## config.mk

```make
export PLATFORM = sky130hd
export DESIGN_NAME = ifr_ctrl
export DESIGN_NICKNAME = d
export VERILOG_FILES = /design/src/ifr_pkg.sv /design/src/ifr_ctrl.sv
export SDC_FILE = /design/constraint.sdc
export NUM_CORES = 1
export LEC_CHECK = 0
export BUFFER_PORTS_ARGS = -buffer_cell sky130_fd_sc_hd__buf_2
export CAP_MARGIN = 20
export CORE_UTILIZATION = 62
export CTS_CLUSTER_DIAMETER = 40
export DETAILED_ROUTE_END_ITERATION = 8
export PLACE_DENSITY = 0.85
export SYNTH_ARGS = -nofsm -noshare
export SYNTH_HDL_FRONTEND = slang
export SYNTH_SLANG_ARGS = --single-unit
```

## constraint.sdc

```tcl
create_clock -name clk -period 6.9 [get_ports clk]
set_input_delay 1.38 -clock clk [delete_from_list [all_inputs] [get_ports clk]]
set_output_delay 1.38 -clock clk [all_outputs]
set_load 0.005 [all_outputs]
```

## src/ifr_pkg.sv

```systemverilog
package ifr_pkg;

    // Input action, covariance kind and row codes
    localparam logic [1:0] ACT_VEC  = 2'd0;
    localparam logic [1:0] ACT_ORI  = 2'd1;
    localparam logic [1:0] ACT_COV  = 2'd2;
    localparam logic [1:0] KIND_ORI = 2'd2;
    localparam logic [1:0] ROW_LAST = 2'd2;
    localparam logic [1:0] ROW_BAD  = 2'd3;

    // Q2.30 conversion of nine-digit decimals, rounded half away from zero
    localparam longint Q30  = 64'sd1073741824;
    localparam longint Half = 64'sd500000000;
    localparam longint Dec  = 64'sd1000000000;

    // nominal roll/pitch/yaw matrix, row-major
    localparam longint MN0 = -((64'sd115699 * Q30 + Half) / Dec);
    localparam longint MN1 = -((64'sd115672 * Q30 + Half) / Dec);
    localparam longint MN2 = (64'sd999999987 * Q30 + Half) / Dec;
    localparam longint MN3 = -((64'sd999999967 * Q30 + Half) / Dec);
    localparam longint MN4 = (64'sd231410 * Q30 + Half) / Dec;
    localparam longint MN5 = -((64'sd115672 * Q30 + Half) / Dec);
    localparam longint MN6 = -((64'sd231397 * Q30 + Half) / Dec);
    localparam longint MN7 = -((64'sd999999967 * Q30 + Half) / Dec);
    localparam longint MN8 = -((64'sd115699 * Q30 + Half) / Dec);

    // calibrated matrix, row-major
    localparam longint MC0 = -((64'sd27632287 * Q30 + Half) / Dec);
    localparam longint MC1 = (64'sd269584365 * Q30 + Half) / Dec;
    localparam longint MC2 = (64'sd962580245 * Q30 + Half) / Dec;
    localparam longint MC3 = -((64'sd979731753 * Q30 + Half) / Dec);
    localparam longint MC4 = -((64'sd198424678 * Q30 + Half) / Dec);
    localparam longint MC5 = (64'sd27447022 * Q30 + Half) / Dec;
    localparam longint MC6 = (64'sd198398963 * Q30 + Half) / Dec;
    localparam longint MC7 = -((64'sd942312007 * Q30 + Half) / Dec);
    localparam longint MC8 = (64'sd269603290 * Q30 + Half) / Dec;

    // static quaternions (w, x, y, z)
    localparam longint QN0 = (64'sd500000003 * Q30 + Half) / Dec;
    localparam longint QN1 = -((64'sd499942144 * Q30 + Half) / Dec);
    localparam longint QN2 = (64'sd500115689 * Q30 + Half) / Dec;
    localparam longint QN3 = -((64'sd499942144 * Q30 + Half) / Dec);
    localparam longint QK0 = (64'sd510770575 * Q30 + Half) / Dec;
    localparam longint QK1 = -((64'sd474654900 * Q30 + Half) / Dec);
    localparam longint QK2 = (64'sd374033530 * Q30 + Half) / Dec;
    localparam longint QK3 = -((64'sd611486000 * Q30 + Half) / Dec);

    typedef enum logic [3:0] {
        OP_NOP,
        OP_MUL,
        OP_WB,
        OP_PASS,
        OP_CPASS,
        OP_SCALE,
        OP_SQRT,
        OP_DINIT,
        OP_DSTEP,
        OP_DWB,
        OP_EMIT
    } op_t;

    typedef enum logic [2:0] {
        PH_VEC,
        PH_SQ,
        PH_QM,
        PH_CT,
        PH_CO,
        PH_OPASS,
        PH_CPASS
    } phase_t;

    typedef struct packed {
        logic       take;
        op_t        op;
        phase_t     phase;
        logic [1:0] i;
        logic [1:0] j;
        logic [1:0] k;
        logic       em_ok;
        logic       em_last;
        logic [1:0] em_row;
    } dp_cmd_t;

    typedef struct packed {
        logic [1:0] act;
        logic [1:0] kind;
        logic [1:0] row;
        logic       nf;
        logic       zero;
        logic       lov;
        logic       scale_done;
        logic       out_free;
    } dp_stat_t;

    // rotation matrix element
    function automatic logic signed [31:0] r_coef(input logic cal, input logic [3:0] idx);
        logic signed [31:0] v;
        v = '0;
        if (cal)
        begin
            case (idx)
                4'd0: v = 32'(MC0);
                4'd1: v = 32'(MC1);
                4'd2: v = 32'(MC2);
                4'd3: v = 32'(MC3);
                4'd4: v = 32'(MC4);
                4'd5: v = 32'(MC5);
                4'd6: v = 32'(MC6);
                4'd7: v = 32'(MC7);
                4'd8: v = 32'(MC8);
                default: v = '0;
            endcase
        end
        else
        begin
            case (idx)
                4'd0: v = 32'(MN0);
                4'd1: v = 32'(MN1);
                4'd2: v = 32'(MN2);
                4'd3: v = 32'(MN3);
                4'd4: v = 32'(MN4);
                4'd5: v = 32'(MN5);
                4'd6: v = 32'(MN6);
                4'd7: v = 32'(MN7);
                4'd8: v = 32'(MN8);
                default: v = '0;
            endcase
        end
        return v;
    endfunction

    // static quaternion component, order w x y z
    function automatic logic signed [31:0] s_coef(input logic cal, input logic [1:0] idx);
        logic signed [31:0] v;
        v = '0;
        case ({cal, idx})
            3'b000: v = 32'(QN0);
            3'b001: v = 32'(QN1);
            3'b010: v = 32'(QN2);
            3'b011: v = 32'(QN3);
            3'b100: v = 32'(QK0);
            3'b101: v = 32'(QK1);
            3'b110: v = 32'(QK2);
            3'b111: v = 32'(QK3);
            default: v = '0;
        endcase
        return v;
    endfunction

    // sign of term k in component i of the product with the conjugate
    function automatic logic q_neg(input logic [1:0] i, input logic [1:0] k);
        logic n;
        n = 1'b0;
        case (i)
            2'd0: n = 1'b0;
            2'd1: n = (k == 2'd0) || (k == 2'd2);
            2'd2: n = (k == 2'd0) || (k == 2'd3);
            2'd3: n = (k == 2'd0) || (k == 2'd1);
            default: n = 1'b0;
        endcase
        return n;
    endfunction

endpackage

```

## src/ifr_ctrl.sv

```systemverilog
module ifr_ctrl
    import ifr_pkg::*;
(
    input  logic     clk,
    input  logic     rst_n,
    input  logic     in_valid,
    output logic     in_stall,
    input  dp_stat_t stat,
    output dp_cmd_t  cmd
);

    typedef enum logic [12:0] {
        S_IDLE   = 13'b0000000000001,
        S_DECODE = 13'b0000000000010,
        S_DOT    = 13'b0000000000100,
        S_DRAIN  = 13'b0000000001000,
        S_WB     = 13'b0000000010000,
        S_SCALE  = 13'b0000000100000,
        S_SQRT   = 13'b0000001000000,
        S_DINIT  = 13'b0000010000000,
        S_DSTEP  = 13'b0000100000000,
        S_DWB    = 13'b0001000000000,
        S_PASS   = 13'b0010000000000,
        S_CPASS  = 13'b0100000000000,
        S_EMIT   = 13'b1000000000000
    } state_t;

    state_t     state_reg, state_next;
    phase_t     phase_reg, phase_next;
    logic [1:0] i_reg, i_next, j_reg, j_next, k_reg, k_next;
    logic [4:0] cnt_reg, cnt_next;

    logic [1:0] k_top;
    logic       row_phase;
    assign k_top     = (phase_reg == PH_SQ || phase_reg == PH_QM) ? 2'd3 : 2'd2;
    assign row_phase = (phase_reg == PH_CO) || (phase_reg == PH_CPASS);

    always_ff @(posedge clk or negedge rst_n)
    begin
        if (!rst_n)
        begin
            state_reg <= S_IDLE;
            phase_reg <= PH_VEC;
            i_reg     <= '0;
            j_reg     <= '0;
            k_reg     <= '0;
            cnt_reg   <= '0;
        end
        else
        begin
            state_reg <= state_next;
            phase_reg <= phase_next;
            i_reg     <= i_next;
            j_reg     <= j_next;
            k_reg     <= k_next;
            cnt_reg   <= cnt_next;
        end
    end

    // sequencing
    always_comb
    begin
        state_next  = state_reg;
        phase_next  = phase_reg;
        i_next      = i_reg;
        j_next      = j_reg;
        k_next      = k_reg;
        cnt_next    = cnt_reg;
        cmd.take    = 1'b0;
        cmd.op      = OP_NOP;
        cmd.phase   = phase_reg;
        cmd.i       = i_reg;
        cmd.j       = j_reg;
        cmd.k       = k_reg;
        cmd.em_ok   = (phase_reg == PH_QM);
        cmd.em_last = row_phase ? (i_reg == 2'd2) : 1'b1;
        cmd.em_row  = row_phase ? i_reg : 2'd0;

        case (state_reg)
            S_IDLE:
            begin
                if (in_valid)
                begin
                    cmd.take   = 1'b1;
                    state_next = S_DECODE;
                end
            end
            S_DECODE:
            begin
                i_next = '0;
                j_next = '0;
                k_next = '0;
                case (stat.act)
                    ACT_VEC:
                    begin
                        phase_next = PH_VEC;
                        state_next = S_DOT;
                    end
                    ACT_ORI:
                    begin
                        if (stat.nf || stat.zero)
                        begin
                            phase_next = PH_OPASS;
                            state_next = S_PASS;
                        end
                        else
                            state_next = S_SCALE;
                    end
                    ACT_COV:
                    begin
                        if (stat.row != ROW_LAST)
                            state_next = S_IDLE;
                        else if (stat.kind == KIND_ORI && !stat.lov)
                        begin
                            phase_next = PH_CPASS;
                            state_next = S_CPASS;
                        end
                        else
                        begin
                            phase_next = PH_CT;
                            state_next = S_DOT;
                        end
                    end
                    default: state_next = S_IDLE;
                endcase
            end
            S_DOT:
            begin
                cmd.op = OP_MUL;
                if (k_reg == k_top)
                begin
                    k_next     = '0;
                    state_next = S_DRAIN;
                end
                else
                    k_next = k_reg + 2'd1;
            end
            S_DRAIN: state_next = S_WB;
            S_WB:
            begin
                cmd.op = OP_WB;
                case (phase_reg)
                    PH_VEC:
                    begin
                        if (i_reg == 2'd2)
                            state_next = S_EMIT;
                        else
                        begin
                            i_next     = i_reg + 2'd1;
                            state_next = S_DOT;
                        end
                    end
                    PH_SQ:
                    begin
                        cnt_next   = '0;
                        state_next = S_SQRT;
                    end
                    PH_QM:
                    begin
                        if (i_reg == 2'd3)
                            state_next = S_EMIT;
                        else
                        begin
                            i_next     = i_reg + 2'd1;
                            state_next = S_DOT;
                        end
                    end
                    PH_CT:
                    begin
                        state_next = S_DOT;
                        if (j_reg == 2'd2)
                        begin
                            j_next = '0;
                            if (i_reg == 2'd2)
                            begin
                                i_next     = '0;
                                phase_next = PH_CO;
                            end
                            else
                                i_next = i_reg + 2'd1;
                        end
                        else
                            j_next = j_reg + 2'd1;
                    end
                    PH_CO:
                    begin
                        if (j_reg == 2'd2)
                            state_next = S_EMIT;
                        else
                        begin
                            j_next     = j_reg + 2'd1;
                            state_next = S_DOT;
                        end
                    end
                    default: state_next = S_IDLE;
                endcase
            end
            S_SCALE:
            begin
                cmd.op = OP_SCALE;
                if (stat.scale_done)
                begin
                    phase_next = PH_SQ;
                    i_next     = '0;
                    k_next     = '0;
                    state_next = S_DOT;
                end
            end
            S_SQRT:
            begin
                cmd.op   = OP_SQRT;
                cnt_next = cnt_reg + 5'd1;
                if (cnt_reg == 5'd31)
                begin
                    i_next     = '0;
                    state_next = S_DINIT;
                end
            end
            S_DINIT:
            begin
                cmd.op     = OP_DINIT;
                cnt_next   = '0;
                state_next = S_DSTEP;
            end
            S_DSTEP:
            begin
                cmd.op   = OP_DSTEP;
                cnt_next = cnt_reg + 5'd1;
                if (cnt_reg == 5'd31)
                    state_next = S_DWB;
            end
            S_DWB:
            begin
                cmd.op = OP_DWB;
                if (i_reg == 2'd3)
                begin
                    phase_next = PH_QM;
                    i_next     = '0;
                    k_next     = '0;
                    state_next = S_DOT;
                end
                else
                begin
                    i_next     = i_reg + 2'd1;
                    state_next = S_DINIT;
                end
            end
            S_PASS:
            begin
                cmd.op     = OP_PASS;
                state_next = S_EMIT;
            end
            S_CPASS:
            begin
                cmd.op = OP_CPASS;
                if (k_reg == 2'd2)
                begin
                    k_next     = '0;
                    state_next = S_EMIT;
                end
                else
                    k_next = k_reg + 2'd1;
            end
            S_EMIT:
            begin
                if (stat.out_free)
                begin
                    cmd.op     = OP_EMIT;
                    state_next = S_IDLE;
                    if (row_phase && i_reg != 2'd2)
                    begin
                        i_next     = i_reg + 2'd1;
                        j_next     = '0;
                        k_next     = '0;
                        state_next = (phase_reg == PH_CO) ? S_DOT : S_CPASS;
                    end
                end
            end
            default: state_next = S_IDLE;
        endcase
    end

    assign in_stall = (state_reg != S_IDLE);

endmodule
```

**After elaboration in Yosys (flattened, before gate mapping)**

Cells that the tools add are included.

- Equality and inequality tests: 52
- Multiplexer cells: 59
- $add $sub $neg: 4
- Reduce and logical (&&, ||, !) cells: 20

Operators with widths:

| operator | count |
|---|---|
| $pmux 13 s13 | 1 |
| $mux 13 | 10 |
| $pmux 13 s5 | 1 |
| $mux 12 | 4 |
| $pmux 4 s10 | 1 |
| $pmux 12 s3 | 1 |
| $mux 2 | 17 |
| $ne 2x2->1 const B | 14 |
| $mux 3 | 8 |
| $pmux 2 s6 | 2 |
| $ne 3x3->1 const B | 6 |
| $reduce_and 9->1 | 2 |
| $pmux 5 s3 | 1 |
| $eq 13x1->1 const B | 1 |
| $eq 13x10->1 const B | 1 |
| $eq 13x11->1 const B | 1 |
| $eq 13x12->1 const B | 1 |
| $eq 13x13->1 const B | 1 |
| $eq 13x2->1 const B | 1 |
| $eq 13x3->1 const B | 1 |
| $eq 13x4->1 const B | 1 |
| $eq 13x5->1 const B | 1 |
| $eq 13x6->1 const B | 1 |
| $eq 13x7->1 const B | 1 |
| other kinds (36) | 56 |

- Input bits: 14
- Logic and storage cells: 141
- Register bits after elaboration: 27

**Logic depth before layout (Yosys ltp)**

- Word-level depth: 6
- Gate-level depth with buffers: 8

**Worst setup path before layout**

Ideal clock, no wire load.

- Path type: flip-flop to output port
- From: register state_reg[7]
- To: output cmd[16] in the netlist's numbering
- Stages on the path, launching flop included: 5
- Data arrival time: 1.800 ns
- Path slack: 3.720 ns
- Data required time: 5.520 ns
- Cells stage by stage: dfrtp_1 > or4_4 > buf_2 > or4_4 > nand3_1

RTL lines:

| element | RTL line | source |
|---|---|---|
| start, declared | ifr_ctrl.sv:28 | `state_t state_reg, state_next;` |
| start signal, assigned | ifr_ctrl.sv:51 | `state_reg <= state_next;` |
| end, declared | ifr_ctrl.sv:9 | `output dp_cmd_t cmd` |

==> impl_results.md <==
- Status: finished clean
- Biggest fanout along the worst timing path: 15
- Worst min-delay path class: register to register
- Final Hold Fails: 0
- Clock transition at the registers of the reported paths: 0.10 ns
- Min Clock Period, post-route: 3.72 ns
- Count of TritonRoute iterations in the first routing pass: 5
- Number of sinks handled by clock tree synthesis: 27
- Number of setup buffers added after CTS: 0
- Slew HR: 59.5%
- Netlist area before placement: 0.00232 mm2
- Library cell with the largest summed area after synthesis: sky130_fd_sc_hd__dfrtp_1
- Y dimension of the die: 63.2 um
- Main flop type after synthesis: sky130_fd_sc_hd__dfrtp_1
- Residual overflow from global routing: 0
- Largest incremental delay on the critical path: 0.72 ns
- Gr usage total: 33.0%
- Cells along the critical path: or4_1 > or4_4 > nand3_1 > buf_2
- Accumulated negative setup slack: 0 ns
- Antenna-violating nets left: 0
- Flip-flop count of the largest register after layout: 13
- Family of cells with the greatest summed delay on the critical path: simple AND/OR/NAND/NOR gates
- Share of the synthesized area in the top cell type: 28.0%
- Total DRC errors in the routed layout: 0
- Ratio of final minimum period to clock period: 53.9%
- Count of different cell masters after synthesis: 63
- Largest net degree at the start of global routing: 28
- Final GP Congestion: 0.989
- Clock Tree Buf Depth: 2
- Most instantiated cells after synthesis: 26 x sky130_fd_sc_hd__dfrtp_1, 26 x sky130_fd_sc_hd__nand2_1, 26 x sky130_fd_sc_hd__nor2_1
- Biggest area contributors in the synthesized netlist: sky130_fd_sc_hd__dfrtp_1 28%, sky130_fd_sc_hd__ha_1 7.0%, sky130_fd_sc_hd__o21ai_0 4.7%
- Wire length of the first global-routing pass: 10300 um
- Worst-case setup margin in the final layout: about 3.2 ns
- Leakage power summed over all cells: 1.19 nW
- Critical path class: register to output port
- Final WL: between 6000 and 7000 um
- Cts bufs inserted: 3
- Post-synth net total: 308
- Number of global-route vias before repair: 2034
- Fraction of the yosys area taken by sequential cells: 29.1%
- Antenna Diode Count: 0
- Vias after detailed routing: 2345
- Routed vias/inst: 6.62
- First-iteration detailed-routing DRC count: 206
- Post-Syn Area per Cell: 8.26 um2
- H-tree level count: 1
- Syn-to-layout area delta: 10.2%
- Die outline area: 0.00399 mm2
- CP endpoint kind: output port
- Fin. max-slew vios: 0
- P per Cell Area: 264 mW/mm2
- WL/cell: 17.4 um
- Starting utilization of the core area: 67.0%
- Final setup skew: 0.00274 ns
- Share of post-route cells with drive strength above 1: 18.8%
- Row count: 21
- Synth warnings: 0
- Critical path arrival: 2.34 ns
- Hpwl dp: approximately 4600 um
- Core Area: 0.00347 mm2
- Largest vdd supply drop: between 0.2 and 0.25 mV
- Slowest cell on the critical path: sky130_fd_sc_hd__or4_1
- Clk Latency, worst-skew pair: a little under 0.3 ns
- Number of antenna violations at the first check in global routing: 0
- Cells after synthesis: ~280
- Die Span X: 63.2 um
- Worst path bufs/invs: 1
- Unrepaired setup endpoints after global routing: no
- Number of I/O pins: 33
- Number of enable-type register cells in the synthesized netlist: 0
- Count of hold buffers inserted by post-cts repair: 0
- Share of flip-flops with an asynchronous set or reset after synthesis: 100%
- Maximum capacitance violations: 0
- Flip-flop and latch count after synthesis: 27
- Fmax: 0.269 GHz
- Worst reg2reg setup slack: 4.21 ns
- Count of instances resized after the clock tree is built: 0
- Nets@finish: 336
- Worst slack after detailed placement: approximately 3.5 ns
- CTS tree: built
- CTS root buffer: sky130_fd_sc_hd__clkbuf_8
- Slew at the pin closest to its max-slew limit: 0.607 ns
- Startpoint types: register
- # port buffers: 32
- # setup viols final: 0
- Required time of the critical path: 5.52 ns
[path summary, 6_finish.rpt]
kind	cells past startpoint	endpoint	startpoint
max	4	cmd[16]	state_reg[12]
min	1	cnt_reg[2]	cnt_reg[2]
max reg2reg	6	cnt_reg[2]	state_reg[7]
min reg2reg	1	cnt_reg[2]	cnt_reg[2]
max in group asynchronous	1	k_reg[1]	rst_n
min in group asynchronous	1	cnt_reg[2]	rst_n
[area by class of cell]
class	instances	area [um2]
Multi-Input combinational cell	230	1550
Fill cell	292	910
Sequential cell	27	677
Timing Repair Buffer	34	175
Tap cell	46	57.6
Inverter	13	48.8
Clock buffer	3	41.3
Clock inverter	1	8.76
[cell families after synthesis]
family | Yosys count | synth area share [%]
adder cells (fa/ha/maj) | 13 | 7.00
buffers and inverters | 24 | 4.10
XOR/XNOR | 7 | 2.64
flip-flops | 27 | 29.1
multiplexers | 3 | 1.51
AO/OA/AOI/OAI | 71 | 21.0
AND/OR/NAND/NOR | 136 | 34.6
[through the flow]
step | cells | hold slack, ns | utilization [%] | total power, W | area [um2]
5_1_grt | 354 | 0.539 | 73.8 | 0.000721 | 2560
4_1_cts | 354 | 0.514 | 73.8 | 0.000668 | 2560
2_1_floorplan | 281 | 0.464 | - | 0.000475 | 2320
6_report | 354 | 0.509 | 73.8 | 0.000675 | 2560
3_3_place_gp | 350 | 0.491 | 72.3 | 0.000562 | 2510
3_5_place_dp | 350 | 0.499 | 72.3 | 0.000569 | 2510
[placed cells by master, fill, tap and decap left out, types with 3 or more instances in the layout]
master	n
sky130_fd_sc_hd__o21a_1	3
sky130_fd_sc_hd__clkbuf_8	3
sky130_fd_sc_hd__nand2_1	26
sky130_fd_sc_hd__nand2b_1	6
sky130_fd_sc_hd__o211ai_1	3
sky130_fd_sc_hd__nor4_1	5
sky130_fd_sc_hd__ha_1	13
sky130_fd_sc_hd__nor3_2	3
sky130_fd_sc_hd__inv_1	13
sky130_fd_sc_hd__and2_1	3
sky130_fd_sc_hd__or4b_2	6
sky130_fd_sc_hd__nor3_1	15
sky130_fd_sc_hd__xor2_1	3
sky130_fd_sc_hd__xnor2_1	4
sky130_fd_sc_hd__or4_1	5
sky130_fd_sc_hd__buf_2	32
sky130_fd_sc_hd__nand4_1	5
sky130_fd_sc_hd__nor2b_1	6
sky130_fd_sc_hd__dfrtp_1	26
sky130_fd_sc_hd__nor4b_1	4
sky130_fd_sc_hd__o21ai_0	22
sky130_fd_sc_hd__nor2_1	26
sky130_fd_sc_hd__nand3_1	8
sky130_fd_sc_hd__a21o_1	3
sky130_fd_sc_hd__a21oi_1	12
[power breakdown]
group / total [W] / leakage (nW) / internal, W / switching [W]
clock: 0.0000996 / 0.0261 / 0.0000426 / 0.0000569
combinational: 0.000331 / 0.801 / 0.000147 / 0.000184
sequential: 0.000244 / 0.364 / 0.000184 / 0.0000602
[layer usage]
metal | wire length, um | up-vias | GRT usage [%]
met2 | 2710 | 141 | 48.9
li1 | - | 1102 | -
met1 | 2760 | 1088 | 47.8
met4 | 149 | 0 | 11.4
met3 | 537 | 14 | 6.34
met5 | 0 | - | 0
No activity file was read; power rests on OpenSTA's default activity.
